===== config.mk =====
export PLATFORM = sky130hd
export DESIGN_NAME = ipv4_output_fragmenter
export DESIGN_NICKNAME = d
export VERILOG_FILES = /design/src/sv/ipv4_frag_pkg.sv /design/src/sv/ipv4_output_fragmenter.sv
export VERILOG_INCLUDE_DIRS = /design/src /design/src/sv
export SDC_FILE = /design/constraint.sdc
export NUM_CORES = 1
export LEC_CHECK = 0
export ABC_CLOCK_PERIOD_IN_PS = 13500
export BUFFER_PORTS_ARGS = -buffer_cell sky130_fd_sc_hd__buf_4
export CAP_MARGIN = 20
export CORE_MARGIN = 2
export CORE_UTILIZATION = 55
export DETAILED_ROUTE_END_ITERATION = 8
export GPL_ROUTABILITY_DRIVEN = 1
export PLACE_DENSITY = 0.82
export SLEW_MARGIN = 15
export SYNTH_ARGS = -nofsm -noshare
export SYNTH_HDL_FRONTEND = slang
export SYNTH_SLANG_ARGS = --single-unit
export TNS_END_PERCENT = 20

===== constraint.sdc =====
create_clock -name clock -period 13.5 [get_ports clock]
set_clock_uncertainty 0.2 [all_clocks]
set_input_delay 0.675 -clock clock [delete_from_list [all_inputs] [get_ports clock]]
set_output_delay 0.675 -clock clock [all_outputs]
set_load 0.02 [all_outputs]

===== src/sv/assert_macros.svh =====
// Assertion macros used by the RTL file ipv4_output_fragmenter.sv.
// Depends on nothing; include by bare file name.
`ifndef ASSERT_MACROS_SVH
`define ASSERT_MACROS_SVH

// Check that a condition holds on every clock edge outside reset.
`define ASSERT_ALWAYS(label, clk, rst, cond, msg) \
   label: assert property (@(posedge clk) disable iff (rst) (cond)) else $error(msg);

// Check that a consequent holds in the same cycle as its antecedent.
`define ASSERT_IMPLIES(label, clk, rst, ante, cons, msg) \
   label: assert property (@(posedge clk) disable iff (rst) (ante) |-> (cons)) else $error(msg);

`endif


===== src/sv/ipv4_frag_pkg.sv =====
// Package for the IPv4 output fragmenter: state and status codes, register
// indexes, header constants and the checksum fold. Depends on nothing.
package ipv4_frag_pkg;

   localparam int MAX_FRAGMENTS = 64;
   localparam logic [15:0] HDR_BYTES = 16'd20;
   localparam logic [7:0] VER_IHL = 8'h45;
   localparam logic [15:0] DF_BIT = 16'h4000;
   localparam logic [15:0] MF_BIT = 16'h2000;

   localparam logic [15:0] LINK_MTU_RESET = 16'd1500;
   localparam logic [7:0] MEDIA_HEADER_RESET = 8'd14;
   localparam logic [15:0] CONN_MAX_FRAG_RESET = 16'd0;

   typedef enum logic [1:0] {
      CSR_LINK_MTU = 2'd0,
      CSR_MEDIA_HEADER = 2'd1,
      CSR_CONN_MAX_FRAG = 2'd2
   } csr_index_type;

   typedef enum logic [2:0] {
      STAT_WHOLE = 3'd0,
      STAT_FRAGMENT = 3'd1,
      STAT_SHORT_GATED = 3'd2,
      STAT_TOO_BIG = 3'd3,
      STAT_DF_SET = 3'd4,
      STAT_SEG_SMALL = 3'd5,
      STAT_TOO_MANY = 3'd6
   } status_type;

   typedef enum logic [2:0] {
      ST_IDLE,
      ST_LIMIT,
      ST_DECIDE,
      ST_COUNT,
      ST_IDENT,
      ST_EMIT,
      ST_DROP
   } state_type;

   // Fold a 20-bit one's-complement sum twice and invert.
   function automatic logic [15:0] csum_fold(input logic [19:0] sum);
      logic [16:0] s1;
      logic [16:0] s2;
      s1 = {1'b0, sum[15:0]} + 17'(sum[19:16]);
      s2 = {1'b0, s1[15:0]} + 17'(s1[16]);
      return ~s2[15:0];
   endfunction

endpackage


===== src/sv/ipv4_output_fragmenter.sv =====
// Top level of the IPv4 output fragmenter: sequencer, checksum unit, id counter.
// Depends on ipv4_frag_pkg and assert_macros.svh.
//
//  channel | dir | handshake                  | payload
//  --------+-----+----------------------------+-------------------------------
//  req     | in  | req_tvalid / req_tready    | packet descriptor, gating flag
//  rsp     | out | rsp_tvalid / rsp_tready    | header fields, tlast on final
//  csr     | in  | csr_wr_en (no wait)        | link_mtu, media_header, limit
//
// A descriptor is accepted in the idle state, then passes the setup states in order
// (length and limit, decision, id and base sum), with a fragment count check before
// the id state when it must be cut; the emit state then gives the result items in turn,
// or the drop state gives a single discard item. A single checksum adder serves
// every item of the fragment walk. Reset clears the sequencer, the output valid, the
// id counter and the registers to their defaults. A stalled rsp side holds the
// sequencer in its emit or drop state; req_tready is high only when idle.
`include "assert_macros.svh"

module ipv4_output_fragmenter (
   input  logic         clock,
   input  logic         reset,
   input  logic         req_tvalid,
   output logic         req_tready,
   // buffer_len[16:0], header_length[32:17], hop_limit[40:33],
   // service_type[48:41], protocol_num[56:49], source_addr[88:57],
   // dest_addr[120:89], ident_in[136:121], frag_word_in[152:137], zero fill
   input  logic [159:0] req_tdata,
   // gating[0]
   input  logic [0:0]   req_tuser,
   output logic         rsp_tvalid,
   input  logic         rsp_tready,
   // status[2:0], total_length[18:3], ident[34:19], frag_word[50:35],
   // checksum[66:51], payload_start[82:67], zero fill
   output logic [87:0]  rsp_tdata,
   output logic         rsp_tlast,
   input  logic         csr_wr_en,
   input  logic [1:0]   csr_index,
   input  logic [15:0]  csr_wdata
);

   // Configuration registers
   logic [15:0] link_mtu_ff;
   logic [7:0] media_header_ff;
   logic [15:0] conn_max_frag_ff;

   // Sequencer state and id counter
   ipv4_frag_pkg::state_type state_ff, state_in;
   logic [15:0] counter_ff, counter_in;

   // Latched descriptor
   logic [16:0] blen_ff;
   logic gating_ff;
   logic [15:0] hlen_ff;
   logic [7:0] ttl_ff, tos_ff, proto_ff;
   logic [31:0] src_ff, dst_ff;
   logic [15:0] idin_ff, fwin_ff;

   // Working registers
   logic [16:0] len_ff, len_in;
   logic signed [17:0] medialen_ff, medialen_in;
   logic [18:0] fixed_sum_ff, fixed_sum_in;
   logic whole_ff, whole_in;
   logic [15:0] seg_ff, seg_in;
   logic [15:0] dlen_ff, dlen_in;
   logic [16:0] off_ff, off_in;
   logic [15:0] lid_ff, lid_in;
   logic [19:0] base_sum_ff, base_sum_in;
   ipv4_frag_pkg::status_type drop_code_ff, drop_code_in;

   // Output register
   logic rsp_valid_ff, rsp_valid_in;
   ipv4_frag_pkg::status_type rsp_status_ff, rsp_status_in;
   logic [15:0] rsp_tl_ff, rsp_tl_in;
   logic [15:0] rsp_id_ff, rsp_id_in;
   logic [15:0] rsp_fw_ff, rsp_fw_in;
   logic [15:0] rsp_ck_ff, rsp_ck_in;
   logic [15:0] rsp_ps_ff, rsp_ps_in;
   logic rsp_last_ff, rsp_last_in;

   logic req_take;
   logic slot_free;
   logic [15:0] limit;
   logic signed [17:0] seg_room;
   logic fin;
   logic [15:0] piece;
   logic [15:0] emit_tl;
   logic [15:0] emit_fw;
   logic [12:0] emit_off;
   logic [12:0] base_off;
   logic [15:0] mf_keep;
   logic [19:0] emit_sum;
   logic [15:0] new_id;

   assign req_tready = (state_ff == ipv4_frag_pkg::ST_IDLE);
   assign req_take = req_tvalid && req_tready;
   assign slot_free = !rsp_valid_ff || rsp_tready;

   // Configuration writes
   always_ff @(posedge clock) begin
      if (reset) begin
         link_mtu_ff <= ipv4_frag_pkg::LINK_MTU_RESET;
         media_header_ff <= ipv4_frag_pkg::MEDIA_HEADER_RESET;
         conn_max_frag_ff <= ipv4_frag_pkg::CONN_MAX_FRAG_RESET;
      end else if (csr_wr_en) begin
         unique case (csr_index)
            ipv4_frag_pkg::CSR_LINK_MTU: link_mtu_ff <= csr_wdata;
            ipv4_frag_pkg::CSR_MEDIA_HEADER: media_header_ff <= csr_wdata[7:0];
            ipv4_frag_pkg::CSR_CONN_MAX_FRAG: conn_max_frag_ff <= csr_wdata;
            default: ;
         endcase
      end
   end

   // Latch the descriptor on acceptance
   always_ff @(posedge clock) begin
      if (req_take) begin
         blen_ff <= req_tdata[16:0];
         hlen_ff <= req_tdata[32:17];
         ttl_ff <= req_tdata[40:33];
         tos_ff <= req_tdata[48:41];
         proto_ff <= req_tdata[56:49];
         src_ff <= req_tdata[88:57];
         dst_ff <= req_tdata[120:89];
         idin_ff <= req_tdata[136:121];
         fwin_ff <= req_tdata[152:137];
         gating_ff <= req_tuser[0];
      end
   end

   // Per-connection limit applies only when nonzero and below the link MTU
   assign limit = (conn_max_frag_ff != 16'd0 && conn_max_frag_ff < link_mtu_ff)
                  ? conn_max_frag_ff : link_mtu_ff;
   assign seg_room = medialen_ff - 18'sd20;

   // Fragment walk: last piece when the next offset reaches the data length
   assign fin = ({1'b0, off_ff} + 18'(seg_ff)) >= 18'(dlen_ff);
   assign piece = fin ? (dlen_ff - off_ff[15:0]) : seg_ff;
   // Forwarded pieces start at the incoming offset and keep its MF on the last
   // piece; local pieces start at zero with MF clear on the last
   assign base_off = gating_ff ? fwin_ff[12:0] : 13'd0;
   assign mf_keep = gating_ff ? (fwin_ff & ipv4_frag_pkg::MF_BIT) : 16'd0;
   assign emit_off = base_off + off_ff[15:3];
   assign emit_tl = whole_ff ? len_ff[15:0] : (piece + ipv4_frag_pkg::HDR_BYTES);
   assign emit_fw = whole_ff ? (gating_ff ? fwin_ff : 16'd0)
                  : ({3'b000, emit_off} | (fin ? mf_keep : ipv4_frag_pkg::MF_BIT));
   // Shared checksum adder: base words plus this item's length and flags
   assign emit_sum = base_sum_ff + 20'(emit_tl) + 20'(emit_fw);
   assign new_id = gating_ff ? idin_ff : (counter_ff + 16'd1);

   always_comb begin
      state_in = state_ff;
      counter_in = counter_ff;
      len_in = len_ff;
      medialen_in = medialen_ff;
      fixed_sum_in = fixed_sum_ff;
      whole_in = whole_ff;
      seg_in = seg_ff;
      dlen_in = dlen_ff;
      off_in = off_ff;
      lid_in = lid_ff;
      base_sum_in = base_sum_ff;
      drop_code_in = drop_code_ff;
      rsp_valid_in = rsp_valid_ff && !rsp_tready;
      rsp_status_in = rsp_status_ff;
      rsp_tl_in = rsp_tl_ff;
      rsp_id_in = rsp_id_ff;
      rsp_fw_in = rsp_fw_ff;
      rsp_ck_in = rsp_ck_ff;
      rsp_ps_in = rsp_ps_ff;
      rsp_last_in = rsp_last_ff;

      unique case (state_ff)
         ipv4_frag_pkg::ST_IDLE: begin
            if (req_take) begin
               state_in = ipv4_frag_pkg::ST_LIMIT;
            end
         end
         ipv4_frag_pkg::ST_LIMIT: begin
            // Length used, medium payload and the fixed header words
            len_in = gating_ff ? {1'b0, hlen_ff} : blen_ff;
            medialen_in = signed'({2'b00, limit}) - signed'({10'd0, media_header_ff});
            fixed_sum_in = 19'({ipv4_frag_pkg::VER_IHL, tos_ff}) + 19'({ttl_ff, proto_ff})
                         + 19'(src_ff[31:16]) + 19'(src_ff[15:0])
                         + 19'(dst_ff[31:16]) + 19'(dst_ff[15:0]);
            state_in = ipv4_frag_pkg::ST_DECIDE;
         end
         ipv4_frag_pkg::ST_DECIDE: begin
            whole_in = 1'b0;
            seg_in = seg_room[15:0] & 16'hfff8;
            dlen_in = len_ff[15:0] - ipv4_frag_pkg::HDR_BYTES;
            if (gating_ff && {1'b0, hlen_ff} > blen_ff) begin
               drop_code_in = ipv4_frag_pkg::STAT_SHORT_GATED;
               state_in = ipv4_frag_pkg::ST_DROP;
            end else if (len_ff[16]) begin
               drop_code_in = ipv4_frag_pkg::STAT_TOO_BIG;
               state_in = ipv4_frag_pkg::ST_DROP;
            end else if (signed'({1'b0, len_ff}) <= medialen_ff) begin
               whole_in = 1'b1;
               state_in = ipv4_frag_pkg::ST_IDENT;
            end else if ((fwin_ff & ipv4_frag_pkg::DF_BIT) != 16'd0) begin
               drop_code_in = ipv4_frag_pkg::STAT_DF_SET;
               state_in = ipv4_frag_pkg::ST_DROP;
            end else if (seg_room < 18'sd8) begin
               drop_code_in = ipv4_frag_pkg::STAT_SEG_SMALL;
               state_in = ipv4_frag_pkg::ST_DROP;
            end else begin
               state_in = ipv4_frag_pkg::ST_COUNT;
            end
         end
         ipv4_frag_pkg::ST_COUNT: begin
            // More pieces than allowed exactly when data exceeds the cap times seg
            if (23'(dlen_ff) > 23'(seg_ff) * 23'(ipv4_frag_pkg::MAX_FRAGMENTS)) begin
               drop_code_in = ipv4_frag_pkg::STAT_TOO_MANY;
               state_in = ipv4_frag_pkg::ST_DROP;
            end else begin
               state_in = ipv4_frag_pkg::ST_IDENT;
            end
         end
         ipv4_frag_pkg::ST_IDENT: begin
            // Take a fresh id for local packets, keep the incoming one for forwarded, fold it into the base sum
            if (!gating_ff) begin
               counter_in = counter_ff + 16'd1;
            end
            lid_in = new_id;
            base_sum_in = {1'b0, fixed_sum_ff} + 20'(new_id);
            off_in = 17'd0;
            state_in = ipv4_frag_pkg::ST_EMIT;
         end
         ipv4_frag_pkg::ST_EMIT: begin
            if (slot_free) begin
               rsp_valid_in = 1'b1;
               rsp_status_in = whole_ff ? ipv4_frag_pkg::STAT_WHOLE
                                        : ipv4_frag_pkg::STAT_FRAGMENT;
               rsp_tl_in = emit_tl;
               rsp_id_in = lid_ff;
               rsp_fw_in = emit_fw;
               rsp_ck_in = ipv4_frag_pkg::csum_fold(emit_sum);
               rsp_ps_in = whole_ff ? 16'd0 : off_ff[15:0];
               rsp_last_in = whole_ff || fin;
               off_in = off_ff + 17'(seg_ff);
               if (whole_ff || fin) begin
                  state_in = ipv4_frag_pkg::ST_IDLE;
               end
            end
         end
         ipv4_frag_pkg::ST_DROP: begin
            if (slot_free) begin
               rsp_valid_in = 1'b1;
               rsp_status_in = drop_code_ff;
               rsp_tl_in = 16'd0;
               rsp_id_in = 16'd0;
               rsp_fw_in = 16'd0;
               rsp_ck_in = 16'd0;
               rsp_ps_in = 16'd0;
               rsp_last_in = 1'b1;
               state_in = ipv4_frag_pkg::ST_IDLE;
            end
         end
         default: state_in = ipv4_frag_pkg::ST_IDLE;
      endcase
   end

   // Control state
   always_ff @(posedge clock) begin
      if (reset) begin
         state_ff <= ipv4_frag_pkg::ST_IDLE;
         counter_ff <= 16'd0;
         rsp_valid_ff <= 1'b0;
      end else begin
         state_ff <= state_in;
         counter_ff <= counter_in;
         rsp_valid_ff <= rsp_valid_in;
      end
   end

   // Working and output payload
   always_ff @(posedge clock) begin
      len_ff <= len_in;
      medialen_ff <= medialen_in;
      fixed_sum_ff <= fixed_sum_in;
      whole_ff <= whole_in;
      seg_ff <= seg_in;
      dlen_ff <= dlen_in;
      off_ff <= off_in;
      lid_ff <= lid_in;
      base_sum_ff <= base_sum_in;
      drop_code_ff <= drop_code_in;
      rsp_status_ff <= rsp_status_in;
      rsp_tl_ff <= rsp_tl_in;
      rsp_id_ff <= rsp_id_in;
      rsp_fw_ff <= rsp_fw_in;
      rsp_ck_ff <= rsp_ck_in;
      rsp_ps_ff <= rsp_ps_in;
      rsp_last_ff <= rsp_last_in;
   end

   assign rsp_tvalid = rsp_valid_ff;
   assign rsp_tlast = rsp_last_ff;
   assign rsp_tdata = {5'd0, rsp_ps_ff, rsp_ck_ff, rsp_fw_ff, rsp_id_ff, rsp_tl_ff,
                       rsp_status_ff};

   // A fragment always carries at least one data byte past the header
   `ASSERT_IMPLIES(a_frag_len, clock, reset, rsp_valid_ff && rsp_status_ff == ipv4_frag_pkg::STAT_FRAGMENT, rsp_tl_ff > ipv4_frag_pkg::HDR_BYTES, "fragment length not above header size")
   // A discard is a single zeroed final item
   `ASSERT_IMPLIES(a_drop_zero, clock, reset, rsp_valid_ff && rsp_status_ff != ipv4_frag_pkg::STAT_WHOLE && rsp_status_ff != ipv4_frag_pkg::STAT_FRAGMENT, rsp_last_ff && rsp_tl_ff == 16'd0 && rsp_ck_ff == 16'd0 && rsp_id_ff == 16'd0, "discard item not zeroed")
   // The id counter only ever steps by one
   `ASSERT_ALWAYS(a_id_step, clock, reset, $past(reset) || counter_ff == $past(counter_ff) || counter_ff == $past(counter_ff) + 16'd1, "id counter jumped")

endmodule


==> flow_summary_export.csv <==
group,metric,value,unit
synth,synth_edf_count,371,
detailed_routing,drc,0,
timing,tns,0,ns
min_path,min_path_type,"in2reg",
detailed_routing,firstDrtPassIters,6,
grt,grt_first_pass_wirelength,97.6,mm
cells_and_area,syn_to_final_growth,16.7,%
floorplan,io_pins,275,
timing,finalHoldViolCount,0,
synth,synthCells,2257,
clocking,cts_buffers,47,
timing,worstMarginPinSlew,1.08,ns
timing,grt_setup_unrepaired,"no",
floorplan,die_y,217,microns
place,place.port_buffers,259,
worst_setup_path,crit_type,"reg2reg",
synth,ys_ff_latch,431,
synth,synthDistinctLibCells,78,
synth,syn_avg_cell_area,11.0,sq um
cells_and_area,final_area,0.0290,sq mm
floorplan,dieWidth,217,microns
clocking,clockBufferDepth,3,
place,gp_congestion,0.958,
pwr,p_leak,0.0119,uW
clocking,worstSkewPairLatency,0.60,ns
clocking,cts_num_sinks,431,
clocking,cts_tree,"built",
synth,ys_async_sr_fraction,0,%
run,cap_violations,0,
grt,grt_usage,27.0,%
place,hpwlAfterDp,48.4,mm
detailed_routing,num_vias,17900,
pwr,power_density,272,mW/mm^2
floorplan,die-area,0.0469,sq mm
timing,drv_slew,0,
worst_setup_path,cp-start-kind,"flop",
worst_setup_path,cp-end-kind,"flop",
place,dpl-instance-area,0.0274,sq mm
detailed_routing,wl,62.8,mm
timing,fin_crit_sh,93.8,%
worst_setup_path,rrSetupSlack,0.83,ns
synth,synth-seq-area-share,49.7,%
worst_setup_path,cp.arrival,12.79,ns
cells_and_area,layout_common_cells,"371 x edfxtp_1, 272 x buf_4, 225 x inv_1",
synth,ys_warn_count,0,
cells_and_area,diodes,0,
worst_setup_path,r2r_end,"rsp_ck_ff[14]",
grt,antenna_found_initial,0,
detailed_routing,viasPerCell,5.67,
worst_setup_path,r2r_cells,49,
worst_setup_path,critPathMaxFanout,9,
detailed_routing,drtIter0Drc,1320,
pwr,irDropWorstVdd,188,uV
worst_setup_path,reg2reg_from,"seg_ff[4]",
floorplan,coreArea,0.0444,sq mm
cells_and_area,final_common_cell,"edfxtp_1",
place,place_inst,3062,
pwr,finalPower,7890,uW
detailed_routing,ant_nets,0,
grt,grt_overflow,0,
clocking,cts_root_buf,"clkbuf_16",
min_path,hold_depth,1,
grt,first_global_vias,18100,
worst_setup_path,cpMaxStageDelayCell,"edfxtp_1",
synth,synth_area,0.0249,sq mm
detailed_routing,wl_per_cell,19.9,microns
synth,synth_flop_cell,"edfxtp_1",
timing,finalCriticalPeriod,12.67,ns
worst_setup_path,worst_ep_required_time,13.63,ns
timing,setup-violations-final,0,
cells_and_area,final_cells,3149,
grt,grt_max_degree,85,
floorplan,initial_utilization,56.0,%
worst_setup_path,slowest_delay,0.59,ns
status,status,"finished, final reports clean",
floorplan,num_rows,77,
min_path,holdPathEnd,"tos_ff[1]",
cells_and_area,final_nets,2960,
clocking,clkTransAtPathRegs,0.07,ns
clocking,h-tree-depth,2,
timing,max_freq,78.9,MHz
timing,relSlewSlack,28.1,%
min_path,hp-start,"req_tdata[42]",
cells_and_area,drive_above_1_share,15.3,%
[worst max-delay path: cells and delay by family, from the launching register on]
family                     cells  cell delay [ns]
and+or+nand+nor               12             2.89
muxes                          1             0.30
adders and majority gates      8             2.77
buffers and inverters          5             0.55
DFF                            1             0.59
AOI/OAI and AO/OA             20             4.50
xor gates and xnor gates       3             0.58
[final cells by class]
| cell class | count | area, sq um |
|---|---|---|
| Tap cell | 592 | 741 |
| Fill cell | 3255 | 15400 |
| Inverter | 225 | 845 |
| Multi-Input combinational cell | 1542 | 11500 |
| Clock inverter | 31 | 310 |
| Sequential cell | 431 | 12300 |
| Clock buffer | 56 | 1270 |
| Timing Repair Buffer | 272 | 2040 |
[power breakdown]
| group | switching, uW | internal, uW |
|---|---|---|
| logic | 2630 | 1810 |
| registers | 168 | 1970 |
| clock network | 550 | 759 |
[synth_stat cells, drive strengths merged, types with 28 or more instances]
master,instances,area share (%)
ha,179,9.0
xor2,49,1.7
nor2,178,2.7
dfxtp,60,4.8
o21ai,120,2.4
and2,51,1.3
clkbuf,50,0.76
inv,225,3.4
edfxtp,371,45
nand2,206,3.1
nand3,39,0.79
a21o,28,0.85
xnor2,121,4.3
fa,78,6.3
a21oi,120,2.4
nor3,46,0.93
[metrics by stage]
step           worst slack [ns]  hold slack, ns  utilization, %
2_1_floorplan              2.41           0.236               -
3_3_place_gp               1.31           0.244            61.7
3_5_place_dp              0.801           0.252            61.7
4_1_cts                   0.710          0.0225            65.3
5_1_grt                  0.0746          0.0327            65.3
6_report                  0.831          0.0502            65.3
[how the worst max path moves through the flow]
stage,startpoint,endpoint,depth (start not counted)
after floorplan,seg_ff[4],rsp_ck_ff[14],51
after global placement,seg_ff[4],rsp_ck_ff[14],51
after detailed placement,seg_ff[4],rsp_ck_ff[14],51
after CTS,seg_ff[4],rsp_ck_ff[14],51
after global routing,seg_ff[4],rsp_ck_ff[14],49
final,seg_ff[4],rsp_ck_ff[14],49
[what timing repair did]
action,4_1_cts,5_1_grt
setup endpoints to repair,0,3
resized for setup,0,3
setup buffers,0,0
hold buffers,0,0
[sequential cells by signal, indices dropped and copies added (netlist names), 13 cells and up]
name / count
base_sum_ff: 20
blen_ff: 17
conn_max_frag_ff: 16
counter_ff: 16
dlen_ff: 16
dst_ff: 32
fixed_sum_ff: 19
fwin_ff: 16
hlen_ff: 16
idin_ff: 16
len_ff: 17
lid_ff: 16
link_mtu_ff: 16
medialen_ff: 17
off_ff: 14
rsp_ck_ff: 16
rsp_fw_ff: 16
rsp_id_ff: 16
rsp_ps_ff: 13
rsp_tl_ff: 16
seg_ff: 13
src_ff: 32
[per-layer routing]
metal  part of all wire [%]  track usage [%]  up-vias
met2                     49             46.5      627
met5                      0                0        -
met4                    5.0             13.3        0
met1                     40             33.3     8613
li1                       -                -     8453
met3                    6.1             3.92      161
[logic make-up after synthesis]
logic type,after synthesis,share of synthesized area (%)
AO/OA/AOI/OAI,400,10.2
XOR/XNOR,170,5.99
adder cells (fa/ha/maj),257,15.3
buffers and inverters,291,4.55
flip-flops,431,49.7
multiplexers,29,1.19
other,1,0.0151
AND/OR/NAND/NOR,678,13.1
Power figures use the tool's default switching activity.
